$ cat src/rtl/core/bgzf_block_framer_unit_defines.svh
// Assertion macros for the BGZF block framer.
// Included by bgzf_block_framer_unit.sv; no other dependencies.
`ifndef BGZF_BLOCK_FRAMER_UNIT_DEFINES_SVH
`define BGZF_BLOCK_FRAMER_UNIT_DEFINES_SVH

// Same-cycle implication, disabled in reset.
`define BGZF_ASSERT_IMPLY(label, clk, rst, lhs, rhs, msg) \
  label: assert property (@(posedge clk) disable iff (rst) (lhs) |-> (rhs)) \
    else $error(msg);

// Next-cycle implication, disabled in reset.
`define BGZF_ASSERT_NEXT(label, clk, rst, lhs, rhs, msg) \
  label: assert property (@(posedge clk) disable iff (rst) (lhs) |=> (rhs)) \
    else $error(msg);

`endif

$ cat src/rtl/core/bgzf_pkg.sv
// Types and constants for the BGZF block framer.
// No dependencies; used by bgzf_block_framer_unit.
package bgzf_pkg;

  // framer phases
  localparam logic [2:0] PH_HEADER = 3'd0;
  localparam logic [2:0] PH_SUB    = 3'd1;
  localparam logic [2:0] PH_SKIP   = 3'd2;
  localparam logic [2:0] PH_TRAIL  = 3'd3;
  localparam logic [2:0] PH_HALT   = 3'd4;

  // result kinds
  localparam logic [1:0] KIND_NORMAL    = 2'd0;
  localparam logic [1:0] KIND_END       = 2'd1;
  localparam logic [1:0] KIND_BAD_MAGIC = 2'd2;
  localparam logic [1:0] KIND_BAD_FLAGS = 2'd3;

  // gzip header bytes checked
  localparam logic [7:0] ID1_BYTE    = 8'h1f;
  localparam logic [7:0] ID2_BYTE    = 8'h8b;
  localparam logic [7:0] METHOD_BYTE = 8'h08;
  localparam logic [7:0] FLAGS_BYTE  = 8'h04;

  // last byte index of each framed section
  localparam logic [3:0] HEADER_LAST = 4'd11;
  localparam logic [3:0] SUB_LAST    = 4'd5;
  localparam logic [3:0] TRAIL_LAST  = 4'd7;

  // header + trailer overhead beyond extra field, less one
  localparam logic [15:0] BLOCK_OVERHEAD = 16'd19;

  typedef struct packed {
    logic [1:0]  result_kind;
    logic [31:0] modified_time;
    logic [7:0]  extra_flags;
    logic [7:0]  os_id;
    logic [15:0] extra_len;
    logic [15:0] subfield_id;
    logic [15:0] subfield_len;
    logic [15:0] bc_size;
    logic [15:0] payload_length;
    logic [31:0] block_crc;
    logic [31:0] raw_length;
    logic [31:0] total_payload;
  } summary_t;

endpackage

$ cat src/rtl/core/bgzf_block_framer_unit.sv
// BGZF block framer: splits a byte stream into blocks and reports each one.
// Depends on bgzf_pkg and bgzf_block_framer_unit_defines.svh.
//
//  channel   dir  handshake                      word
//  byte      in   byte_valid / byte_stall        data_byte
//  summary   out  summary_valid / summary_stall  result_kind .. total_payload
//
// One byte per cycle when not stalled: each accepted byte updates the framer
// state in the same edge and, on the last trailer byte or a failed header,
// loads one summary. Summaries pass an output register backed by a one-word
// skid register, so a byte is still taken while a summary waits; byte_stall
// rises only when both hold a word. Reset (rst, synchronous) returns to the
// header phase with zero totals. After an error or the end-marker block every
// accepted byte is dropped until reset.
`include "bgzf_block_framer_unit_defines.svh"

module bgzf_block_framer_unit (
  input  logic        clk,
  input  logic        rst,
  input  logic        byte_valid,
  output logic        byte_stall,
  input  logic [7:0]  data_byte,
  output logic        summary_valid,
  input  logic        summary_stall,
  output logic [1:0]  result_kind,
  output logic [31:0] modified_time,
  output logic [7:0]  extra_flags,
  output logic [7:0]  os_id,
  output logic [15:0] extra_len,
  output logic [15:0] subfield_id,
  output logic [15:0] subfield_len,
  output logic [15:0] bc_size,
  output logic [15:0] payload_length,
  output logic [31:0] block_crc,
  output logic [31:0] raw_length,
  output logic [31:0] total_payload
);

  // ---------------------------------------------------------------------------
  // Framer state
  // ---------------------------------------------------------------------------
  logic [2:0]  phase, phase_next;
  logic [3:0]  position, position_next;   // byte index within section
  logic [3:0]  magic_seen, magic_seen_next;
  logic [31:0] mtime_reg, mtime_reg_next;
  logic [7:0]  xfl_reg, xfl_reg_next;
  logic [7:0]  os_reg, os_reg_next;
  logic [15:0] xlen_reg, xlen_reg_next;
  logic [15:0] sub_id_reg, sub_id_reg_next;
  logic [15:0] sub_len_reg, sub_len_reg_next;
  logic [15:0] bsize_reg, bsize_reg_next;
  logic [15:0] payload_reg, payload_reg_next;  // payload length of this block
  logic [15:0] skip_left, skip_left_next;
  logic [31:0] crc_reg, crc_reg_next;
  logic [31:0] isize_reg, isize_reg_next;
  logic [31:0] payload_total, payload_total_next;

  logic                accept;
  logic                res_valid;
  logic [1:0]          res_kind;
  logic                res_full;      // block completed, subfield/trailer valid
  bgzf_pkg::summary_t  res;

  // Output register and skid
  logic                out_valid_q;
  bgzf_pkg::summary_t  out_q;
  logic                skid_valid;
  bgzf_pkg::summary_t  skid_q;

  // phase flags for the checks below
  logic                halted;
  logic                skipping;

  assign byte_stall = skid_valid;
  assign accept     = byte_valid && !byte_stall;

  always_comb begin
    phase_next         = phase;
    position_next      = position;
    magic_seen_next    = magic_seen;
    mtime_reg_next     = mtime_reg;
    xfl_reg_next       = xfl_reg;
    os_reg_next        = os_reg;
    xlen_reg_next      = xlen_reg;
    sub_id_reg_next    = sub_id_reg;
    sub_len_reg_next   = sub_len_reg;
    bsize_reg_next     = bsize_reg;
    payload_reg_next   = payload_reg;
    skip_left_next     = skip_left;
    crc_reg_next       = crc_reg;
    isize_reg_next     = isize_reg;
    payload_total_next = payload_total;
    res_valid          = 1'b0;
    res_kind           = bgzf_pkg::KIND_NORMAL;
    res_full           = 1'b0;

    if (accept) begin
      case (phase)
        bgzf_pkg::PH_HEADER: begin
          case (position)
            4'd0: magic_seen_next = {3'b000, data_byte == bgzf_pkg::ID1_BYTE};
            4'd1: magic_seen_next[1] = (data_byte == bgzf_pkg::ID2_BYTE);
            4'd2: magic_seen_next[2] = (data_byte == bgzf_pkg::METHOD_BYTE);
            4'd3: magic_seen_next[3] = (data_byte == bgzf_pkg::FLAGS_BYTE);
            4'd4: mtime_reg_next = {24'd0, data_byte};
            4'd5, 4'd6, 4'd7: mtime_reg_next[{position[1:0], 3'b000} +: 8] = data_byte;
            4'd8: xfl_reg_next = data_byte;
            4'd9: os_reg_next = data_byte;
            4'd10: xlen_reg_next = {8'd0, data_byte};
            default: xlen_reg_next[15:8] = data_byte;
          endcase
          if (position >= bgzf_pkg::HEADER_LAST) begin
            position_next = '0;
            if (magic_seen_next[1:0] != 2'b11) begin
              phase_next = bgzf_pkg::PH_HALT;
              res_valid  = 1'b1;
              res_kind   = bgzf_pkg::KIND_BAD_MAGIC;
            end else if (magic_seen_next[3:2] != 2'b11) begin
              phase_next = bgzf_pkg::PH_HALT;
              res_valid  = 1'b1;
              res_kind   = bgzf_pkg::KIND_BAD_FLAGS;
            end else begin
              phase_next = bgzf_pkg::PH_SUB;
            end
          end else begin
            position_next = position + 4'd1;
          end
        end
        bgzf_pkg::PH_SUB: begin
          case (position)
            4'd0: sub_id_reg_next = {8'd0, data_byte};
            4'd1: sub_id_reg_next[15:8] = data_byte;
            4'd2: sub_len_reg_next = {8'd0, data_byte};
            4'd3: sub_len_reg_next[15:8] = data_byte;
            4'd4: bsize_reg_next = {8'd0, data_byte};
            default: bsize_reg_next[15:8] = data_byte;
          endcase
          if (position >= bgzf_pkg::SUB_LAST) begin
            position_next    = '0;
            payload_reg_next = bsize_reg_next - xlen_reg - bgzf_pkg::BLOCK_OVERHEAD;
            skip_left_next   = payload_reg_next;
            phase_next = (payload_reg_next != 16'd0) ? bgzf_pkg::PH_SKIP
                                                     : bgzf_pkg::PH_TRAIL;
          end else begin
            position_next = position + 4'd1;
          end
        end
        bgzf_pkg::PH_SKIP: begin
          skip_left_next = skip_left - 16'd1;
          if (skip_left_next == 16'd0) begin
            phase_next    = bgzf_pkg::PH_TRAIL;
            position_next = '0;
          end
        end
        bgzf_pkg::PH_TRAIL: begin
          case (position)
            4'd0: crc_reg_next = {24'd0, data_byte};
            4'd1, 4'd2, 4'd3: crc_reg_next[{position[1:0], 3'b000} +: 8] = data_byte;
            4'd4: isize_reg_next = {24'd0, data_byte};
            default: isize_reg_next[{position[1:0], 3'b000} +: 8] = data_byte;
          endcase
          if (position >= bgzf_pkg::TRAIL_LAST) begin
            position_next      = '0;
            payload_total_next = payload_total + {16'd0, payload_reg};
            res_valid          = 1'b1;
            res_full           = 1'b1;
            if (crc_reg_next == 32'd0 && isize_reg_next == 32'd0) begin
              res_kind   = bgzf_pkg::KIND_END;
              phase_next = bgzf_pkg::PH_HALT;
            end else begin
              res_kind   = bgzf_pkg::KIND_NORMAL;
              phase_next = bgzf_pkg::PH_HEADER;
            end
          end else begin
            position_next = position + 4'd1;
          end
        end
        default: begin
          // halted: byte dropped
        end
      endcase
    end
  end

  // Summary word; subfield and trailer fields only on a completed block
  always_comb begin
    res.result_kind     = res_kind;
    res.modified_time   = mtime_reg_next;
    res.extra_flags     = xfl_reg_next;
    res.os_id           = os_reg_next;
    res.extra_len       = xlen_reg_next;
    res.subfield_id     = res_full ? sub_id_reg  : 16'd0;
    res.subfield_len    = res_full ? sub_len_reg : 16'd0;
    res.bc_size         = res_full ? bsize_reg   : 16'd0;
    res.payload_length  = res_full ? payload_reg : 16'd0;
    res.block_crc       = res_full ? crc_reg_next   : 32'd0;
    res.raw_length      = res_full ? isize_reg_next : 32'd0;
    res.total_payload   = payload_total_next;
  end

  always_ff @(posedge clk) begin
    if (rst) begin
      phase         <= bgzf_pkg::PH_HEADER;
      position      <= '0;
      magic_seen    <= '0;
      mtime_reg     <= '0;
      xfl_reg       <= '0;
      os_reg        <= '0;
      xlen_reg      <= '0;
      sub_id_reg    <= '0;
      sub_len_reg   <= '0;
      bsize_reg     <= '0;
      payload_reg   <= '0;
      skip_left     <= '0;
      crc_reg       <= '0;
      isize_reg     <= '0;
      payload_total <= '0;
    end else begin
      phase         <= phase_next;
      position      <= position_next;
      magic_seen    <= magic_seen_next;
      mtime_reg     <= mtime_reg_next;
      xfl_reg       <= xfl_reg_next;
      os_reg        <= os_reg_next;
      xlen_reg      <= xlen_reg_next;
      sub_id_reg    <= sub_id_reg_next;
      sub_len_reg   <= sub_len_reg_next;
      bsize_reg     <= bsize_reg_next;
      payload_reg   <= payload_reg_next;
      skip_left     <= skip_left_next;
      crc_reg       <= crc_reg_next;
      isize_reg     <= isize_reg_next;
      payload_total <= payload_total_next;
    end
  end

  // ---------------------------------------------------------------------------
  // Output register + skid. The skid fills only while the output word is held;
  // it then stalls the byte side until the output drains.
  // ---------------------------------------------------------------------------
  always_ff @(posedge clk) begin
    if (rst) begin
      out_valid_q <= 1'b0;
      skid_valid  <= 1'b0;
    end else if (!out_valid_q || !summary_stall) begin
      out_valid_q <= skid_valid || res_valid;
      skid_valid  <= 1'b0;
    end else if (res_valid) begin
      skid_valid <= 1'b1;
    end
  end

  always_ff @(posedge clk) begin
    if (!out_valid_q || !summary_stall) begin
      out_q <= skid_valid ? skid_q : res;
    end else if (res_valid) begin
      skid_q <= res;
    end
  end

  assign summary_valid   = out_valid_q;
  assign result_kind     = out_q.result_kind;
  assign modified_time   = out_q.modified_time;
  assign extra_flags     = out_q.extra_flags;
  assign os_id           = out_q.os_id;
  assign extra_len       = out_q.extra_len;
  assign subfield_id     = out_q.subfield_id;
  assign subfield_len    = out_q.subfield_len;
  assign bc_size         = out_q.bc_size;
  assign payload_length  = out_q.payload_length;
  assign block_crc       = out_q.block_crc;
  assign raw_length      = out_q.raw_length;
  assign total_payload   = out_q.total_payload;

  // ---------------------------------------------------------------------------
  // Assertions
  // ---------------------------------------------------------------------------
  assign halted   = (phase == bgzf_pkg::PH_HALT);
  assign skipping = (phase == bgzf_pkg::PH_SKIP);

  `BGZF_ASSERT_IMPLY(a_skid_behind_out, clk, rst, skid_valid, out_valid_q, "skid without out")
  `BGZF_ASSERT_NEXT(a_halt_sticks, clk, rst, halted, halted, "halt left without reset")
  `BGZF_ASSERT_IMPLY(a_skip_nonzero, clk, rst, skipping, skip_left != 16'd0, "skip count zero")
  `BGZF_ASSERT_IMPLY(a_result_on_accept, clk, rst, res_valid, accept, "summary without byte")

endmodule
$ cat config.mk
export PLATFORM = sky130hd
export DESIGN_NAME = bgzf_block_framer_unit
export DESIGN_NICKNAME = d
export VERILOG_FILES = /design/src/rtl/core/bgzf_pkg.sv /design/src/rtl/core/bgzf_block_framer_unit.sv
export VERILOG_INCLUDE_DIRS = /design/src /design/src/rtl/core
export SDC_FILE = /design/constraint.sdc
export NUM_CORES = 1
export LEC_CHECK = 0
export BUFFER_PORTS_ARGS = -buffer_cell sky130_fd_sc_hd__buf_2
export CAP_MARGIN = 20
export CORE_MARGIN = 10
export CORE_UTILIZATION = 55
export CTS_BUF_LIST = sky130_fd_sc_hd__clkbuf_2
export DETAILED_ROUTE_END_ITERATION = 8
export PLACE_DENSITY = 0.74
export SETUP_SLACK_MARGIN = 0.2
export SYNTH_ARGS = -nofsm -noshare
export SYNTH_HDL_FRONTEND = slang
export SYNTH_SLANG_ARGS = --single-unit
$ cat constraint.sdc
create_clock -name clk -period 41.5 [get_ports clk]
set_input_delay 4.15 -clock clk [delete_from_list [all_inputs] [get_ports clk]]
set_output_delay 4.15 -clock clk [all_outputs]
set_load 0.02 [all_outputs]
==> results.cfg <==
[sta]
slew_headroom = 0.298
setup_tns_ns = 0
fmax_mhz = 138
rsz0062_at_grt = false
final.setup_skew_ns = 0.0847
period_share = 0.174
setup_violations = 0
fin_crit_ns = 7.23
finalHoldViolations = 0
tightest_slew_ns = 1.05
finalMaxSlewViolations = 0

[floorplan]
io_pins = 240
start_util = 0.556
die_w_um = 253
core_area_sq_um = 53900
die_h_um = 253
dieArea_sq_um = 64200
rows = 85

[worst_setup_path]
arrival_ns = 8.14
criticalPathCategory = in2reg
critPathMaxFanout = 74
critPathRequiredTime_ns = 42.41
worstSetupStartpointType = primary input
end_kind = flip-flop

[cts]
cts_buffers = 171
path_clk_slew_ns = 0.08
clkSinkCount = 705
cts_setup_buffers = 0
cts_resized = 0
cts_hold_buf = 0
clockRootBuffer = clkbuf_2
clock_latency_ns = 1.37
htreeDepth = 4
clk_path_buf_depth = 3
cts_tree = yes

[yosys]
async_flop_share = 0
synthAdderAreaFrac = 0.0235
synthMuxAreaShare = 0.0526
ys_ff_latch = 705
syn_nets = 2578
synth-compound-area-share = 0.135
synth_top_family_by_area = compound AO/OA/AOI/OAI gates
synthFlopType = edfxtp_1
synth_xor_area_frac = 0.00994
syn_inst = 2511
synth_edf_count = 452
synthSimpleGateAreaFrac = 0.128
syn_area_per_cell_sq_um = 11.9
yosysSeqAreaShare = 0.622
synth_area_sq_um = 30000
synth_cell_types = 77
yosysWarnings = 0

[global_route]
grt_pass1_wl_um = 117000
grt_pass1_vias = 21100
grt_max_degree = 94
grt-ovfl-total = 0
antenna_found_initial = 2
grt_util_all_layers = 0.232

[routing]
dr.pass1.iters = 6
routed_wl_um = 74700
drtIter0Drc = 1855
drc = 0
via_count = 21200
drt-vias-per-instance = 5.85
drtAntennaViolNets = 0
avgRoutedWirePerCell_um = 20.6

[final_layout]
layout-drive-gt1-share = 0.242
largest_reg_flops = 226
syn_to_final_growth_pct = 11.6
regMostFlops = skid_q
final_area_sq_um = 33400
final_cell_count_no_fill = 3625
final_nets = 2855

[worst_hold_path]
hp-class = reg2reg

[pwr]
power_leakage_nw = 15.1
ir_drop_mv = 0.0266
p_per_area_nw_per_um2 = 43.7

[status]
status = completed

[placed_design]
place.gp.congestion = 0.949
portBuffers = 239
place_inst = 3310
dpl_cell_area_sq_um = 31700
place_hpwl_um = 48400

[job]
drv_cap = 0
-- per-stage QoR --
step	util	hold slack [ns]	total power, mW	worst slack [ns]
floorplan	-	0.432	0.919	15.65
global placement	0.588	0.443	0.974	33.28
detailed placement	0.588	0.451	0.977	33.07
CTS	0.620	0.464	1.47	34.53
global route	0.620	0.493	1.53	34.09
finish	0.620	0.464	1.46	34.27
-- metal layers --
metal	track usage	up-vias	wire length, um
met2	0.369	780	35700
met5	0	-	7
met4	0.0950	2	2020
met3	0.0550	148	5000
li1	-	9931	-
met1	0.300	10400	32000
-- layout by cell type, fill, tap and decap left out, types with 17 or more instances in the layout --
master	instances
buf_2	238
and2_1	162
and3_1	25
a211oi_1	57
nor2_1	256
clkbuf_2	267
a22oi_1	67
ha_1	53
o21ai_0	58
or4_1	17
nor3_1	30
nand4_1	17
buf_4	37
a21oi_1	103
a31oi_1	17
nand3_1	43
mux2_2	116
a32oi_1	32
mux2i_1	27
clkinv_1	29
a21o_1	144
xnor2_1	24
edfxtp_1	452
inv_1	53
dfxtp_1	252
nand2_1	137
-- synth_stat cells, types with 25 or more instances --
cell      number  area share
clkbuf_1     151       0.019
dfxtp_1      253        0.17
and2_1       162       0.034
and3_1        25      0.0052
a22oi_1       67       0.017
nor3_1        31      0.0052
ha_1          53       0.022
a21o_1       144       0.036
a211oi_1      57       0.014
a32oi_1       32      0.0094
edfxtp_1     452        0.45
mux2i_1       27      0.0090
nor2_1       259       0.032
o21ai_0       58      0.0097
inv_1         55      0.0069
nand3_1       43      0.0072
nand2_1      138       0.017
mux2_2       116       0.044
a21oi_1      103       0.017
-- power by group --
group,switching (mW),internal [mW],leakage (nW)
combinational,0.139,0.0714,6.75
clock,0.281,0.215,1.28
sequential,0.00826,0.747,7.09
total,0.428,1.03,15.1
-- worst max-delay path, cell delays in order --
cell	delay [ns]
buf_2	0.08
buf_4	0.41
nor3_1	0.14
and3_1	0.20
a31oi_1	0.27
nor3_1	0.12
nor3_1	0.47
nor2_1	0.15
nor2_4	0.30
buf_4	0.77
buf_4	0.87
-- final timing paths --
kind | from | end | slack [ns] | cells past startpoint
max reg2reg | position[0] | skid_q[134] | 36.19 | 14
min | sub_id_reg[6] | sub_id_reg[6] | 0.46 | 2
min reg2reg | sub_id_reg[6] | sub_id_reg[6] | 0.46 | 2
max | data_byte[1] | skid_q[134] | 34.27 | 11
-- kinds of logic after synthesis --
family	count (synthesis)
flip-flops	705
XOR/XNOR	34
buffers and inverters	226
AO/OA/AOI/OAI	578
AND/OR/NAND/NOR	770
multiplexers	143
adder cells (fa/ha/maj)	55
-- final cells by class --
| cell class | count | area (sq um) |
|---|---|---|
| diodes | 1 | 2.50 |
| well taps | 696 | 871 |
| multi-input cells | 1580 | 10500 |
| clock buffers | 267 | 1340 |
| clock inverters | 46 | 390 |
| flip-flops and latches | 705 | 18600 |
| fillers | 4343 | 20500 |
| repair buffers | 275 | 1470 |
| inverters | 55 | 209 |
(Power assumes the default switching activity.)
